`src/hw/rtl/r5ftc_pkg.sv`:
```
// r5ftc_pkg: shared constants and types for the rgb555 fade-to-color unit
// no dependencies

package r5ftc_pkg;

    localparam int CFG_ADDR_W = 3;
    localparam int CFG_DATA_W = 10;
    localparam int CH_W       = 8;
    localparam int PIX_D_W    = 16;
    localparam int PPF_W      = 10;
    localparam int FRAC_W     = 12;
    localparam int FACTOR_W   = 13;
    localparam int PROD_W     = 21;
    localparam int SUM_W      = 22;
    localparam int DIV_STEPS  = 12;
    localparam int DIV_CNT_W  = 4;

    localparam logic [FACTOR_W-1:0] FACTOR_ONE = 13'h1000;

    localparam logic [CFG_ADDR_W-1:0] CFG_TARGET_RED   = 3'd0;
    localparam logic [CFG_ADDR_W-1:0] CFG_TARGET_GREEN = 3'd1;
    localparam logic [CFG_ADDR_W-1:0] CFG_TARGET_BLUE  = 3'd2;
    localparam logic [CFG_ADDR_W-1:0] CFG_FADE_STEPS   = 3'd3;
    localparam logic [CFG_ADDR_W-1:0] CFG_PIXELS       = 3'd4;

    typedef struct packed {
        logic [CH_W-1:0]  red;
        logic [CH_W-1:0]  green;
        logic [CH_W-1:0]  blue;
        logic [CH_W-1:0]  steps;
        logic [PPF_W-1:0] pixels;
    } cfg_t;

    typedef struct packed {
        logic accept;
        logic div_step;
        logic comp_load;
        logic mul_load;
        logic out_load;
    } cmd_t;

    typedef struct packed {
        logic need_div;
    } status_t;

endpackage

```
`src/hw/rtl/r5ftc_cfg_regs.sv`:
```
// r5ftc_cfg_regs: configuration register file with write decode
// depends on r5ftc_pkg

module r5ftc_cfg_regs (
    input  logic                            aclk,
    input  logic                            aresetn,
    input  logic                            cfg_we,
    input  logic [r5ftc_pkg::CFG_ADDR_W-1:0] cfg_addr,
    input  logic [r5ftc_pkg::CFG_DATA_W-1:0] cfg_wdata,
    output r5ftc_pkg::cfg_t                 cfg
);

    logic [r5ftc_pkg::CH_W-1:0]  red_reg,   red_next;
    logic [r5ftc_pkg::CH_W-1:0]  green_reg, green_next;
    logic [r5ftc_pkg::CH_W-1:0]  blue_reg,  blue_next;
    logic [r5ftc_pkg::CH_W-1:0]  steps_reg, steps_next;
    logic [r5ftc_pkg::PPF_W-1:0] ppf_reg,   ppf_next;

    always_comb begin
        red_next   = red_reg;
        green_next = green_reg;
        blue_next  = blue_reg;
        steps_next = steps_reg;
        ppf_next   = ppf_reg;
        if (cfg_we) begin
            unique case (cfg_addr)
                r5ftc_pkg::CFG_TARGET_RED:   red_next   = cfg_wdata[r5ftc_pkg::CH_W-1:0];
                r5ftc_pkg::CFG_TARGET_GREEN: green_next = cfg_wdata[r5ftc_pkg::CH_W-1:0];
                r5ftc_pkg::CFG_TARGET_BLUE:  blue_next  = cfg_wdata[r5ftc_pkg::CH_W-1:0];
                r5ftc_pkg::CFG_FADE_STEPS:   steps_next = cfg_wdata[r5ftc_pkg::CH_W-1:0];
                r5ftc_pkg::CFG_PIXELS:       ppf_next   = cfg_wdata[r5ftc_pkg::PPF_W-1:0];
                default: ;
            endcase
        end
    end

    always_ff @(posedge aclk) begin
        if (!aresetn) begin
            red_reg   <= '0;
            green_reg <= '0;
            blue_reg  <= '0;
            steps_reg <= 8'd1;
            ppf_reg   <= 10'd512;
        end else begin
            red_reg   <= red_next;
            green_reg <= green_next;
            blue_reg  <= blue_next;
            steps_reg <= steps_next;
            ppf_reg   <= ppf_next;
        end
    end

    // zero steps behaves as one
    always_comb begin
        cfg.red    = red_reg;
        cfg.green  = green_reg;
        cfg.blue   = blue_reg;
        cfg.steps  = (steps_reg == '0) ? 8'd1 : steps_reg;
        cfg.pixels = ppf_reg;
    end

endmodule

```
`src/hw/rtl/r5ftc_ctrl.sv`:
```
// r5ftc_ctrl: sequencer for accept, factor division, complement, multiply and pack
// depends on r5ftc_pkg

module r5ftc_ctrl (
    input  logic                aclk,
    input  logic                aresetn,
    input  logic                s_valid,
    output logic                s_ready,
    output logic                m_valid,
    input  logic                m_ready,
    input  r5ftc_pkg::status_t  status,
    output r5ftc_pkg::cmd_t     cmd
);

    typedef enum logic [4:0] {
        ST_IDLE = 5'b00001,
        ST_DIV  = 5'b00010,
        ST_COMP = 5'b00100,
        ST_MUL  = 5'b01000,
        ST_PACK = 5'b10000
    } state_t;

    localparam logic [r5ftc_pkg::DIV_CNT_W-1:0] DIV_LAST =
        r5ftc_pkg::DIV_CNT_W'(r5ftc_pkg::DIV_STEPS - 1);

    state_t                             state_reg, state_next;
    logic [r5ftc_pkg::DIV_CNT_W-1:0]    cnt_reg, cnt_next;
    logic                               m_valid_reg, m_valid_next;
    logic                               out_free;

    assign out_free = !m_valid_reg || m_ready;
    assign s_ready  = (state_reg == ST_IDLE);
    assign m_valid  = m_valid_reg;

    always_comb begin
        state_next = state_reg;
        cnt_next   = cnt_reg;
        cmd        = '0;
        unique case (state_reg)
            ST_IDLE: begin
                cnt_next = '0;
                if (s_valid) begin
                    cmd.accept = 1'b1;
                    state_next = status.need_div ? ST_DIV : ST_MUL;
                end
            end
            ST_DIV: begin
                cmd.div_step = 1'b1;
                cnt_next     = cnt_reg + 1'b1;
                if (cnt_reg == DIV_LAST) begin
                    state_next = ST_COMP;
                end
            end
            ST_COMP: begin
                cmd.comp_load = 1'b1;
                state_next    = ST_MUL;
            end
            ST_MUL: begin
                cmd.mul_load = 1'b1;
                state_next   = ST_PACK;
            end
            ST_PACK: begin
                if (out_free) begin
                    cmd.out_load = 1'b1;
                    state_next   = ST_IDLE;
                end
            end
            default: state_next = ST_IDLE;
        endcase
    end

    always_comb begin
        m_valid_next = m_valid_reg;
        priority if (cmd.out_load) begin
            m_valid_next = 1'b1;
        end else if (m_ready) begin
            m_valid_next = 1'b0;
        end
    end

    always_ff @(posedge aclk) begin
        if (!aresetn) begin
            state_reg   <= ST_IDLE;
            cnt_reg     <= '0;
            m_valid_reg <= 1'b0;
        end else begin
            state_reg   <= state_next;
            cnt_reg     <= cnt_next;
            m_valid_reg <= m_valid_next;
        end
    end

endmodule

```
`src/hw/rtl/r5ftc_datapath.sv`:
```
// r5ftc_datapath: frame counters, bit-serial factor divider, blend and output register
// depends on r5ftc_pkg

module r5ftc_datapath #(
    parameter int MAX_PIXELS = 512
) (
    input  logic                            aclk,
    input  logic                            aresetn,
    input  r5ftc_pkg::cfg_t                 cfg,
    input  r5ftc_pkg::cmd_t                 cmd,
    output r5ftc_pkg::status_t              status,
    input  logic [r5ftc_pkg::PIX_D_W-1:0]   pixel_in,
    output logic [r5ftc_pkg::PIX_D_W-1:0]   pixel_out,
    output logic                            frame_last,
    output logic                            fade_last
);

    localparam int PIX_W = $clog2(MAX_PIXELS + 1);
    localparam int CMP_W = (PIX_W > r5ftc_pkg::PPF_W) ? PIX_W : r5ftc_pkg::PPF_W;
    localparam logic [CMP_W-1:0] MAX_PIX = CMP_W'(MAX_PIXELS);
    localparam int CH_W = r5ftc_pkg::CH_W;
    localparam int FW   = r5ftc_pkg::FACTOR_W;

    logic [CH_W-1:0]               step_index_reg, step_index_next;
    logic [PIX_W-1:0]              pixel_index_reg, pixel_index_next;
    logic [r5ftc_pkg::PIX_D_W-1:0] pixel_reg;
    logic                          final_reg, last_reg;
    logic [CH_W-1:0]               rem_reg;
    logic [FW-1:0]                 factor_reg, factor_next;
    logic [FW-1:0]                 comp_reg, comp_next;
    logic [r5ftc_pkg::PROD_W-1:0]  rs_prod_reg, gs_prod_reg, bs_prod_reg;
    logic [r5ftc_pkg::PROD_W-1:0]  rt_prod_reg, gt_prod_reg, bt_prod_reg;
    logic [r5ftc_pkg::PIX_D_W-1:0] pixel_out_reg;
    logic                          frame_last_reg, fade_last_reg;

    logic [CMP_W-1:0]  npix, npix_m1, pix_ext;
    logic [CH_W-1:0]   steps_m1, s_sat;
    logic [CH_W:0]     s_p1, steps_ext, rem2, rem2_sub, s_p1_sub;
    logic              is_final, is_last, div_int, div_ge;
    logic [CH_W-1:0]   rem0;
    logic [CH_W-1:0]   rs, gs, bs;
    logic [r5ftc_pkg::SUM_W-1:0] rsum, gsum, bsum;
    logic [r5ftc_pkg::PIX_D_W-1:0] target_px, blend_px, result_px;

    // frame length, zero as one, saturated to the pixel capacity
    always_comb begin
        npix = CMP_W'(cfg.pixels);
        if (npix == '0) begin
            npix = CMP_W'(1);
        end
        if (npix > MAX_PIX) begin
            npix = MAX_PIX;
        end
        npix_m1 = npix - CMP_W'(1);
        pix_ext = CMP_W'(pixel_index_reg);
    end

    assign steps_m1  = cfg.steps - 1'b1;
    assign is_final  = step_index_reg >= steps_m1;
    assign is_last   = pix_ext >= npix_m1;
    assign s_sat     = (step_index_reg > steps_m1) ? steps_m1 : step_index_reg;
    assign s_p1      = {1'b0, s_sat} + 1'b1;
    assign steps_ext = {1'b0, cfg.steps};
    assign s_p1_sub  = s_p1 - steps_ext;
    assign div_int   = s_p1 >= steps_ext;
    assign rem0      = div_int ? s_p1_sub[CH_W-1:0] : s_p1[CH_W-1:0];
    assign rem2      = {rem_reg, 1'b0};
    assign rem2_sub  = rem2 - steps_ext;
    assign div_ge    = rem2 >= steps_ext;

    assign status.need_div = (pixel_index_reg == '0);

    always_comb begin
        step_index_next  = step_index_reg;
        pixel_index_next = pixel_index_reg;
        if (cmd.accept) begin
            if (is_last) begin
                pixel_index_next = '0;
                step_index_next  = is_final ? '0 : step_index_reg + 1'b1;
            end else begin
                pixel_index_next = pixel_index_reg + 1'b1;
            end
        end
    end

    always_comb begin
        factor_next = factor_reg;
        comp_next   = comp_reg;
        priority if (cmd.accept && status.need_div) begin
            factor_next = FW'(div_int);
        end else if (cmd.div_step) begin
            factor_next = {factor_reg[FW-2:0], div_ge};
        end else if (cmd.comp_load) begin
            comp_next = r5ftc_pkg::FACTOR_ONE - factor_reg;
        end
    end

    always_ff @(posedge aclk) begin
        if (!aresetn) begin
            step_index_reg  <= '0;
            pixel_index_reg <= '0;
            factor_reg      <= r5ftc_pkg::FACTOR_ONE;
            comp_reg        <= '0;
        end else begin
            step_index_reg  <= step_index_next;
            pixel_index_reg <= pixel_index_next;
            factor_reg      <= factor_next;
            comp_reg        <= comp_next;
        end
    end

    always_ff @(posedge aclk) begin
        if (cmd.accept) begin
            pixel_reg <= pixel_in;
            final_reg <= is_final;
            last_reg  <= is_last;
            rem_reg   <= rem0;
        end else if (cmd.div_step) begin
            rem_reg <= div_ge ? rem2_sub[CH_W-1:0] : rem2[CH_W-1:0];
        end
    end

    assign rs = {pixel_reg[4:0], 3'b000};
    assign gs = {pixel_reg[9:5], 3'b000};
    assign bs = {pixel_reg[14:10], 3'b000};

    always_ff @(posedge aclk) begin
        if (cmd.mul_load) begin
            rs_prod_reg <= r5ftc_pkg::PROD_W'(rs * comp_reg);
            gs_prod_reg <= r5ftc_pkg::PROD_W'(gs * comp_reg);
            bs_prod_reg <= r5ftc_pkg::PROD_W'(bs * comp_reg);
            rt_prod_reg <= r5ftc_pkg::PROD_W'(cfg.red * factor_reg);
            gt_prod_reg <= r5ftc_pkg::PROD_W'(cfg.green * factor_reg);
            bt_prod_reg <= r5ftc_pkg::PROD_W'(cfg.blue * factor_reg);
        end
    end

    assign rsum = r5ftc_pkg::SUM_W'(rs_prod_reg) + r5ftc_pkg::SUM_W'(rt_prod_reg);
    assign gsum = r5ftc_pkg::SUM_W'(gs_prod_reg) + r5ftc_pkg::SUM_W'(gt_prod_reg);
    assign bsum = r5ftc_pkg::SUM_W'(bs_prod_reg) + r5ftc_pkg::SUM_W'(bt_prod_reg);

    assign target_px = {1'b1, cfg.blue[7:3], cfg.green[7:3], cfg.red[7:3]};
    assign blend_px  = {pixel_reg[15], bsum[19:15], gsum[19:15], rsum[19:15]};

    always_comb begin
        priority if (pixel_reg == '0) begin
            result_px = '0;
        end else if (final_reg) begin
            result_px = target_px;
        end else begin
            result_px = blend_px;
        end
    end

    always_ff @(posedge aclk) begin
        if (cmd.out_load) begin
            pixel_out_reg  <= result_px;
            frame_last_reg <= last_reg;
            fade_last_reg  <= last_reg && final_reg;
        end
    end

    assign pixel_out  = pixel_out_reg;
    assign frame_last = frame_last_reg;
    assign fade_last  = fade_last_reg;

endmodule

```
`src/hw/rtl/rgb555_fade_to_color_unit.sv`:
```
// rgb555_fade_to_color_unit: top level, config registers, sequencer and datapath
// depends on r5ftc_pkg, r5ftc_cfg_regs, r5ftc_ctrl, r5ftc_datapath
//
//   channel   direction  handshake          payload
//   s_        in         s_valid / s_ready  s_pixel_in[15:0]
//   m_        out        m_valid / m_ready  m_pixel_out[15:0], m_frame_last, m_fade_last
//   cfg_      in         cfg_we             cfg_addr[2:0], cfg_wdata[9:0]
//
// the first word of a frame occupies the unit through accept, the one-bit-per-cycle factor
// divider, the complement, multiply and pack; other words through accept, multiply and pack;
// each result is loaded into the output register at pack; a stalled result keeps the next
// word in the pack stage and drops s_ready
// a new word is taken while the previous result waits in the output register
// reset is synchronous active low on aresetn and clears counters and handshake state

module rgb555_fade_to_color_unit #(
    parameter int MAX_PIXELS = 512
) (
    input  logic                             aclk,
    input  logic                             aresetn,
    input  logic                             cfg_we,
    input  logic [r5ftc_pkg::CFG_ADDR_W-1:0] cfg_addr,
    input  logic [r5ftc_pkg::CFG_DATA_W-1:0] cfg_wdata,
    input  logic                             s_valid,
    output logic                             s_ready,
    input  logic [r5ftc_pkg::PIX_D_W-1:0]    s_pixel_in,
    output logic                             m_valid,
    input  logic                             m_ready,
    output logic [r5ftc_pkg::PIX_D_W-1:0]    m_pixel_out,
    output logic                             m_frame_last,
    output logic                             m_fade_last
);

    r5ftc_pkg::cfg_t    cfg;
    r5ftc_pkg::cmd_t    cmd;
    r5ftc_pkg::status_t status;

    r5ftc_cfg_regs u_cfg (
        .aclk      (aclk),
        .aresetn   (aresetn),
        .cfg_we    (cfg_we),
        .cfg_addr  (cfg_addr),
        .cfg_wdata (cfg_wdata),
        .cfg       (cfg)
    );

    r5ftc_ctrl u_ctrl (
        .aclk    (aclk),
        .aresetn (aresetn),
        .s_valid (s_valid),
        .s_ready (s_ready),
        .m_valid (m_valid),
        .m_ready (m_ready),
        .status  (status),
        .cmd     (cmd)
    );

    r5ftc_datapath #(
        .MAX_PIXELS (MAX_PIXELS)
    ) u_dp (
        .aclk       (aclk),
        .aresetn    (aresetn),
        .cfg        (cfg),
        .cmd        (cmd),
        .status     (status),
        .pixel_in   (s_pixel_in),
        .pixel_out  (m_pixel_out),
        .frame_last (m_frame_last),
        .fade_last  (m_fade_last)
    );

endmodule

```
`config.mk`:
```
export PLATFORM = sky130hd
export DESIGN_NAME = rgb555_fade_to_color_unit
export DESIGN_NICKNAME = d
export VERILOG_FILES = /design/src/hw/rtl/r5ftc_pkg.sv /design/src/hw/rtl/r5ftc_cfg_regs.sv /design/src/hw/rtl/r5ftc_ctrl.sv /design/src/hw/rtl/r5ftc_datapath.sv /design/src/hw/rtl/rgb555_fade_to_color_unit.sv
export SDC_FILE = /design/constraint.sdc
export NUM_CORES = 1
export LEC_CHECK = 0
export ABC_CLOCK_PERIOD_IN_PS = 10500
export BUFFER_PORTS_ARGS = -buffer_cell sky130_fd_sc_hd__buf_2
export CAP_MARGIN = 30
export CELL_PAD_IN_SITES_DETAIL_PLACEMENT = 1
export CELL_PAD_IN_SITES_GLOBAL_PLACEMENT = 1
export CORE_MARGIN = 1
export CORE_UTILIZATION = 56
export CTS_BUF_LIST = sky130_fd_sc_hd__clkbuf_4 sky130_fd_sc_hd__clkbuf_8
export CTS_CLUSTER_SIZE = 40
export DETAILED_ROUTE_END_ITERATION = 6
export GPL_TIMING_DRIVEN = 1
export PLACE_DENSITY_LB_ADDON = 0.1
export SLEW_MARGIN = 5
export SYNTH_ARGS = -nofsm -noshare
export SYNTH_HDL_FRONTEND = slang
export SYNTH_SLANG_ARGS = --single-unit
```
`constraint.sdc`:
```
create_clock -name aclk -period 10.5 [get_ports aclk]
set_clock_uncertainty 0.2 [all_clocks]
set_input_delay 1.575 -clock aclk [delete_from_list [all_inputs] [get_ports aclk]]
set_output_delay 1.575 -clock aclk [all_outputs]
set_load 0.03 [all_outputs]
```
==> results of run 1 <==
-- cell families (layout without fill, tap and decap cells) --
group / Yosys count / after routing / synth area share (%)
fa+ha+maj: 563 / 563 / 34.9
xor+xnor: 147 / 147 / 4.86
mux: 18 / 18 / 0.689
compound gates: 394 / 394 / 9.37
buf+inv: 475 / 514 / 6.79
flops: 242 / 242 / 23.8
other cells: 1 / 1 / 0.0141
simple gates: 1064 / 1064 / 19.6
-- power groups by stage --
stage | Clock, W | Sequential [W] | Combinational, W
2_1_floorplan | 0 | 0.00116 | 0.000444
3_3_place_gp | 0 | 0.00124 | 0.000556
3_5_place_dp | 0 | 0.00125 | 0.000585
4_1_cts | 0.00117 | 0.00123 | 0.000592
5_1_grt | 0.00121 | 0.00124 | 0.000654
6_report | 0.00115 | 0.00123 | 0.000599
-- per-stage QoR --
step,total power [W],hold WS (ns),utilization (%)
after floorplan,0.00160,0.218,-
after global placement,0.00179,0.240,58.4
after detailed placement,0.00183,0.233,58.4
after CTS,0.00298,0.260,60.8
after global routing,0.00310,0.279,60.9
final,0.00298,0.259,60.9
-- placed cells by master, fill, tap and decap left out, types with 12 or more instances in the layout --
| cell | n |
|---|---|
| a31oi_1 | 16 |
| a211oi_1 | 22 |
| dfxtp_1 | 96 |
| a21o_1 | 27 |
| xnor2_1 | 111 |
| mux2i_1 | 16 |
| nor3_1 | 47 |
| o21ai_0 | 57 |
| and3_1 | 22 |
| buf_4 | 26 |
| o211ai_1 | 13 |
| fa_1 | 293 |
| clkbuf_4 | 12 |
| ha_1 | 270 |
| nor2_1 | 122 |
| nand2b_1 | 13 |
| xor2_1 | 36 |
| nand2_1 | 443 |
| clkbuf_8 | 58 |
| edfxtp_1 | 146 |
| nand3_1 | 60 |
| and2_1 | 249 |
| buf_2 | 53 |
| a21oi_1 | 168 |
| o21bai_1 | 17 |
| inv_1 | 342 |
| or3_1 | 30 |
-- cell usage after synthesis, types with 6 or more instances --
library cell	n
o211ai_1	13
a211oi_1	22
nand3b_1	7
o311ai_0	7
o21ai_1	6
a21o_1	27
inv_1	344
xnor2_1	111
mux2i_1	16
edfxtp_1	146
o21ai_0	57
nor2b_1	12
clkbuf_1	118
nand2b_1	13
nand4_1	11
xor2_1	36
a31oi_1	16
o21bai_1	17
dfxtp_1	96
nor3_1	47
a211o_1	6
ha_1	270
and3_1	22
fa_1	293
a21oi_1	168
and2_1	249
nand3_1	60
nor4_1	7
nand2_1	443
nor2_1	122
or3_1	30
or2_2	11
-- cell type report --
cell class	count	area [µm²]
Clock buffer	70	888
Sequential cell	242	6310
Multi-Input combinational cell	2187	18400
Clock inverter	18	229
Tap cell	607	759
Fill cell	5318	18300
Timing Repair Buffer	81	503
Inverter	345	1300
-- layer usage --
metal | global-route usage (%) | up-vias
met3 | 4.91 | 191
met5 | 0 | -
met2 | 58.0 | 542
met4 | 15.6 | 4
met1 | 40.0 | 10769
li1 | - | 9556
-- final timing paths --
path	startpoint	endpoint	cells after the start
worst min register to register	u_dp.last_reg	u_dp.frame_last	0
worst min-delay path	u_dp.last_reg	u_dp.frame_last	0
worst max register to register	u_cfg.steps_reg[1]	u_dp.rem_reg[1]	24
worst max-delay path	u_cfg.steps_reg[1]	u_dp.rem_reg[1]	24
==> flow_summary_export.csv, run 1 <==
group,metric,value,unit
pwr,pwr-share-seq,41.3,%
cells_and_area,layout.nets,3502,
sta,layout_setup_ws,2.87,ns
drt,route.antenna.remaining_nets,0,
cts,holdBufCountCts,0,
hold_path,hp-class,"flip-flop to flip-flop",
floorplanning,io_pins,54,
floorplanning,dieArea,48200,µm²
cts,numClockSinks,242,
worst_setup_path,cp_slowest_stage_delay,0.67,ns
synth,ys_top_cells_by_area,"fa_1, edfxtp_1, ha_1",
pwr,combPwrFrac,20.1,%
synth,synth-seq-cells,242,
cts,post_cts_buffers,0,
cts,cts_resized,0,
placed_design,portBuffers,53,
floorplanning,die_x,220,µm
cts,cts-root-buf,"clkbuf_8",
synth,ys.warnings.count,0,
drt,viasPerCell,5.93,
global_routing,grt_pass1_wl,123,mm
drt,post_drt_wl_per_cell,21.9,µm
cells_and_area,post-route-cell-area,28400,µm²
global_routing,grt_pass1_vias,23254,
worst_setup_path,cpLargestDelayFamily,"simple AND/OR/NAND/NOR gates",
cells_and_area,synthToLayoutAreaGrowth,7.11,%
placed_design,placed_area,27300,µm²
floorplanning,fp.coreArea,46700,µm²
placed_design,hpwl,58.0,mm
worst_setup_path,crit_path_end_kind,"flip-flop",
pwr,swShare,33.2,%
synth,ys_seq_area_share,23.8,%
worst_setup_path,worst-path-buf-inv,0,
global_routing,grt_max_degree,69,
sta,finalCriticalPeriod,7.63,ns
cts,htreeDepth,2,
global_routing,antenna_found_initial,4,
run_status,violations,"design-rule violations",
synth,postSynthCellCount,2904,
sta,final_hold_viol_count,0,
sta,fmax,131,MHz
worst_setup_path,worstPathRequired,10.69,ns
synth,async_reset_ff_share,0,%
worst_setup_path,crit_arrival,7.83,ns
cells_and_area,antennaDiodeCount,0,
drt,routed_wl,77.9,mm
sta,final-setup-viol-count,0,
cells_and_area,stdcell_count,3550,
synth,synth_top_area_share,22.1,%
floorplanning,start_util,56.8,%
cts,insertion_delay,0.67,ns
drt,route.met3.wl,3.76,mm
cells_and_area,drive_above_1_share,6.90,%
sta,final_max_slew_viol_count,0,
worst_setup_path,criticalPathCategory,"flip-flop to flip-flop",
drt,vias,21062,
drt,wl_met1,31.5,mm
synth,synth_edf_count,146,
run_status,status,"finished with violations",
pwr,powerDensity,105,nW/µm²
sta,relSlewSlack,31.8,%
pwr,leakagePower,13.1,nW
synth,synth_area_per_cell,9.13,µm²
synth,post-synth-top-area-cell,"fa_1",
pwr,p_switching,0.000989,W
cts,cts_buffers,48,
global_routing,grt_usage,33.1,%
pwr,power.share.clock,38.6,%
worst_setup_path,critPathMaxFanout,14,
flow_run,cap_violations,0,
worst_setup_path,cp-start-kind,"flip-flop",
synth,synthesis.nets,3501,
drt,wl_met2,39.0,mm
cts,clock_path_buffers,3,
pwr,p_int,0.00199,W
cts,path_clk_slew,0.06,ns
sta,grt_setup_unrepaired,"false",
global_routing,grt_overflow,0,
worst_setup_path,crit_chain,"or4_1 > or3_1 > o21ai_0 > ha_1 > nand4_1 > o221ai_1 > o2bb2ai_2 > nor2_1 > nor2_1 > a21oi_1 > ha_1 > o211ai_1 > xnor2_1 > a21oi_1 > ha_1 > and4_1 > nand4_1 > nor3_1 > o22ai_1 > o41a_1 > nand4bb_1 > o21bai_1 > mux2i_1 > a21oi_1",
synth,ys.flop_type,"edfxtp_1",
pwr,ir_worst_vdd,0.000111,V
drt,firstDrtPassIters,7,
sta,worst_pin_slew,1.02,ns
floorplanning,die_height,220,µm
floorplanning,row_count,79,
drt,remaining_drc_errors,4,
synth,synthDistinctLibCells,86,
worst_setup_path,slowest_stage,"nor2_1",
placed_design,placed_cells_incl_taps,3461,
sta,finalCritPeriodShare,72.7,%
drt,routed.top_layer,"met5",
drt,drt-initial-drc-count,1127,
worst_setup_path,rrSetupSlack,2.87,ns
placed_design,place_ws,2.91,ns
synth,synth.cell_area,26500,µm²
sta,fin_setup_tns,0,ns
placed_design,gp_congestion,0.880,
cts,tritoncts,"yes",
Note: power is estimated with default switching activity, not from simulation.
==> inputs of run 2 (changes only) <==
- ABC_CLOCK_PERIOD_IN_PS: 10500 -> 6900
- CORE_UTILIZATION: 56 -> 47
- clock period: 10.5 -> 6.9 ns (I/O delays scaled with it)
==> flow_summary_export.csv, run 2 (synthesis results as in run 1) <==
group,metric,value,unit
drt,post_drt_wl_per_cell,19.8,µm
drt,remaining_drc_errors,0,
pwr,leakagePower,13.1,nW
cts,numClockSinks,242,
sta,fin_setup_tns,0,ns
worst_setup_path,cp_slowest_stage_delay,0.58,ns
pwr,finalPower,0.00432,W
sta,finalCriticalPeriod,6.50,ns
sta,relSlewSlack,39.4,%
pwr,powerDensity,151,nW/µm²
sta,final_max_slew_viol_count,0,
floorplanning,die_height,240,µm
floorplanning,die_x,240,µm
drt,vias,20527,
cells_and_area,antennaDiodeCount,0,
drt,viasPerCell,5.54,
cts,clock_path_buffers,3,
cells_and_area,drive_above_1_share,7.27,%
cts,cts-root-buf,"clkbuf_8",
flow_run,cap_violations,0,
placed_design,placed_cells_incl_taps,3618,
worst_setup_path,worstPathRequired,7.08,ns
pwr,pwr-share-seq,43.7,%
cells_and_area,final_common_cell,"nand2_1",
floorplanning,dieArea,57400,µm²
cts,tritoncts,"yes",
floorplanning,start_util,47.9,%
sta,fmax,154,MHz
pwr,combPwrFrac,21.0,%
sta,final_hold_viol_count,0,
floorplanning,fp.coreArea,55400,µm²
drt,route.antenna.remaining_nets,0,
worst_setup_path,slowest_stage,"or4_1",
worst_setup_path,criticalPathCategory,"flip-flop to flip-flop",
sta,final-setup-viol-count,0,
sta,finalCritPeriodShare,94.2,%
cells_and_area,stdcell_count,3705,
drt,firstDrtPassIters,5,
worst_setup_path,cp-start-kind,"flip-flop",
global_routing,grt_pass1_vias,22541,
pwr,power.share.clock,35.3,%
worst_setup_path,crit_arrival,6.67,ns
drt,routed_wl,73.3,mm
drt,drt-initial-drc-count,803,
pwr,p_int,0.00283,W
cts,holdBufCountCts,0,
worst_setup_path,cp_common_cell,"a21oi_1",
cells_and_area,final_cell_mix,"nand2_1, inv_1, fa_1, ha_1, and2_1",
placed_design,hpwl,56.7,mm
cts,htreeDepth,2,
pwr,p_switching,0.00148,W
cells_and_area,synthToLayoutAreaGrowth,7.89,%
sta,grt_setup_unrepaired,"false",
hold_path,hp-class,"flip-flop to flip-flop",
floorplanning,row_count,86,
global_routing,grt_overflow,0,
global_routing,antenna_found_initial,2,
cts,path_clk_slew,0.06,ns
floorplanning,io_pins,54,
run_status,status,"completed",
global_routing,grt_usage,26.6,%
global_routing,grt_pass1_wl,120,mm
pwr,swShare,34.4,%
worst_setup_path,crit_path_end_kind,"flip-flop",
pwr,ir_worst_vdd,0.000171,V
cts,cts_buffers,45,
placed_design,gp_congestion,0.853,
sta,worst_pin_slew,0.908,ns
cts,insertion_delay,0.67,ns
cells_and_area,layout.nets,3517,
sta,hold_ws,0.258,ns
worst_setup_path,critPathMaxFanout,9,
placed_design,portBuffers,53,
global_routing,grt_max_degree,76,
==> run 2: cell count changes in the layout (fill, tap and decap cells not counted), sizes merged <==
| cell | change |
|---|---|
| clkbuf | -14 |
| clkinv | +12 |
| inv | -1 |
| bufinv | -2 |
| clkinvlp | +1 |
| buf | +18 |
==> run 2: path summary, 6_finish.rpt <==
| path | startpoint | endpoint | slack, ns | depth (start not counted) |
|---|---|---|---|---|
| worst max-delay path | u_cfg.steps_reg[1] | u_dp.rem_reg[3] | 0.40 | 25 |
| worst min-delay path | u_dp.last_reg | u_dp.frame_last | 0.26 | 0 |
| worst max register to register | u_cfg.steps_reg[1] | u_dp.rem_reg[3] | 0.40 | 25 |
| worst min register to register | u_dp.last_reg | u_dp.frame_last | 0.26 | 0 |
==> run 2: per-layer routing <==
layer	part of all wire (%)	track usage [%]	up-vias
met2	49	46.5	339
li1	-	-	9571
met3	3.9	3.01	109
met1	44	34.4	10506
met5	0.019	0	-
met4	2.8	8.35	2
==> run 2: through the flow <==
| step | instance area, µm² | setup WS (ns) | utilization, % |
|---|---|---|---|
| 4_1_cts | 28500 | 0.334 | 51.5 |
| 3_5_place_dp | 27600 | 0.348 | 49.8 |
| 2_1_floorplan | 26500 | 0.670 | - |
| 3_3_place_gp | 27500 | 0.484 | 49.7 |
| 5_1_grt | 28600 | 0.0365 | 51.6 |
| 6_report | 28600 | 0.401 | 51.6 |
==> run 2: area by class of cell <==
class,count,area (µm²)
multi-input combinational,2187,18400
sequential,242,6310
fill,6420,26800
clock inverter,28,231
inverter,345,1300
timing repair buffer,99,674
clock buffer,56,727
tap,748,936
==> run 2: power groups by stage <==
| stage | combinational [W] | clock [W] | sequential, W |
|---|---|---|---|
| 6_report | 0.000905 | 0.00152 | 0.00189 |
| 5_1_grt | 0.000998 | 0.00162 | 0.00191 |
| 4_1_cts | 0.000904 | 0.00158 | 0.00189 |
| 3_5_place_dp | 0.000895 | 0 | 0.00192 |
| 3_3_place_gp | 0.000861 | 0 | 0.00191 |
| 2_1_floorplan | 0.000676 | 0 | 0.00177 |
==> run 2: worst max-delay path: cells and delay by family, from the launching register on <==
kind / cells / cell delay (ns)
simple gates: 10 / 2.77
fa+ha+maj: 3 / 1.01
mux: 1 / 0.20
flops: 1 / 0.32
xor+xnor: 1 / 0.22
buf+inv: 1 / 0.17
compound gates: 9 / 1.34
==> run 2: repair_timing <==
item                                    4_1_cts  5_1_grt
setup buffers                                 0        1
gates resized for setup                       0        5
endpoints found under the hold margin         0        0
endpoints found under the setup margin        0        7
==> inputs of run 3 (changes only) <==
- CORE_UTILIZATION: 47 -> 32
==> flow_summary_export.csv, run 3 (synthesis results as in run 1) <==
group,metric,value,unit
sta,final_max_slew_viol_count,0,
global_routing,grt_overflow,0,
global_routing,antenna_found_initial,6,
floorplanning,die_height,290,µm
cts,insertion_delay,0.64,ns
cells_and_area,layout.nets,3531,
run_status,status,"completed",
global_routing,grt_pass1_wl,127,mm
sta,worst_pin_slew,0.886,ns
sta,hold_ws,0.259,ns
sta,grt_setup_unrepaired,"false",
sta,final_hold_viol_count,0,
worst_setup_path,crit_path_end_kind,"flip-flop",
global_routing,grt_max_degree,59,
sta,fin_setup_tns,0,ns
drt,remaining_drc_errors,0,
pwr,leakagePower,13.3,nW
worst_setup_path,worstPathRequired,7.04,ns
floorplanning,dieArea,84000,µm²
worst_setup_path,critPathMaxFanout,9,
cts,holdBufCountCts,0,
global_routing,grt_usage,19.3,%
worst_setup_path,criticalPathCategory,"flip-flop to flip-flop",
sta,final-setup-viol-count,0,
cts,cts-root-buf,"clkbuf_8",
hold_path,hp-class,"flip-flop to flip-flop",
drt,routed_wl,79.1,mm
placed_design,portBuffers,53,
placed_design,gp_congestion,0.794,
floorplanning,die_x,290,µm
floorplanning,start_util,32.3,%
pwr,powerDensity,155,nW/µm²
cts,htreeDepth,2,
sta,finalCriticalPeriod,6.35,ns
sta,relSlewSlack,40.8,%
cts,path_clk_slew,0.05,ns
pwr,ir_worst_vdd,0.000146,V
drt,vias,20273,
worst_setup_path,cp-start-kind,"flip-flop",
drt,post_drt_wl_per_cell,19.5,µm
cells_and_area,final_common_cell,"nand2_1",
drt,route.antenna.remaining_nets,0,
drt,viasPerCell,5.01,
cts,numClockSinks,242,
flow_run,cap_violations,0,
sta,fmax,158,MHz
floorplanning,io_pins,54,
placed_design,hpwl,62.5,mm
global_routing,grt_pass1_vias,22825,
cells_and_area,drive_above_1_share,7.93,%
floorplanning,fp.coreArea,82000,µm²
sta,finalCritPeriodShare,92.0,%
cts,clock_path_buffers,3,
drt,drt-initial-drc-count,705,
drt,firstDrtPassIters,4,
worst_setup_path,crit_arrival,6.48,ns
cts,tritoncts,"yes",
cts,cts_buffers,49,
floorplanning,row_count,105,
cells_and_area,final_cell_mix,"nand2_1, inv_1, fa_1, ha_1, and2_1",
cells_and_area,synthToLayoutAreaGrowth,10.3,%
## run 3: what timing repair did
| action | 4_1_cts | 5_1_grt |
|---|---|---|
| setup endpoints to repair | 0 | 8 |
| buffers inserted | 0 | 1 |
| resized for setup | 0 | 5 |
## run 3: report_power, final
group / internal (W) / switching (W) / leakage [nW]
Clock: 0.00105 / 0.000711 / 0.591
Sequential: 0.00168 / 0.000198 / 2.10
Combinational: 0.000332 / 0.000571 / 10.6
Total: 0.00306 / 0.00148 / 13.3
## run 3: metal layers
metal,vias to the layer above,wire [µm],global-route usage [%]
met5,-,26,0
met4,6,1780,5.24
met3,102,2180,2.47
met2,219,39600,34.6
met1,10333,35600,24.3
li1,9613,-,-
## run 3: worst paths after layout
check / startpoint / endpoint / slack [ns] / cells after the start
max reg2reg: u_cfg.steps_reg[0] / u_dp.rem_reg[6] / 0.55 / 23
min reg2reg: u_ctrl.cnt_reg[3] / u_ctrl.cnt_reg[3] / 0.26 / 1
max: u_cfg.steps_reg[0] / u_dp.rem_reg[6] / 0.55 / 23
min: u_ctrl.cnt_reg[3] / u_ctrl.cnt_reg[3] / 0.26 / 1
## run 3: area by class of cell
type | count | area (µm²)
Fill cell | 9458 | 52700
Multi-Input combinational cell | 2187 | 18400
Sequential cell | 242 | 6310
Tap cell | 1070 | 1340
Inverter | 345 | 1300
Clock buffer | 71 | 883
Timing Repair Buffer | 109 | 701
Clock inverter | 21 | 263
Antenna cell | 4 | 10.0
## run 3: stage by stage
step | util (%) | cell area (µm²) | total power [W] | instances | setup slack (ns)
detailed placement | 34.2 | 28000 | 0.00283 | 3951 | 0.132
global placement | 34.2 | 28000 | 0.00280 | 3949 | 0.284
finish | 35.7 | 29200 | 0.00454 | 4049 | 0.552
CTS | 35.6 | 29200 | 0.00463 | 4043 | 0.104
floorplan | - | 26500 | 0.00244 | 2904 | 0.670
global route | 35.7 | 29200 | 0.00479 | 4046 | 0.0546
## run 3: worst max-delay path, stage by stage (launching register included)
cell and delay [ns]:
dfxtp_1 0.30, or4_1 0.60, or3_1 0.39, nor3_1 0.17, a21oi_1 0.12, ha_1 0.34
nand4_1 0.19, or3_1 0.44, o22ai_4 0.17, nor2_1 0.07, buf_4 0.16, mux2_1 0.36
nor3_1 0.30, xnor2_1 0.19, ha_1 0.39, and4_1 0.22, nand4_1 0.19, nor3b_1 0.24
o22ai_1 0.11, o41a_1 0.11, nand4bb_1 0.15, o21bai_2 0.30, mux2i_1 0.27, a21oi_1 0.09
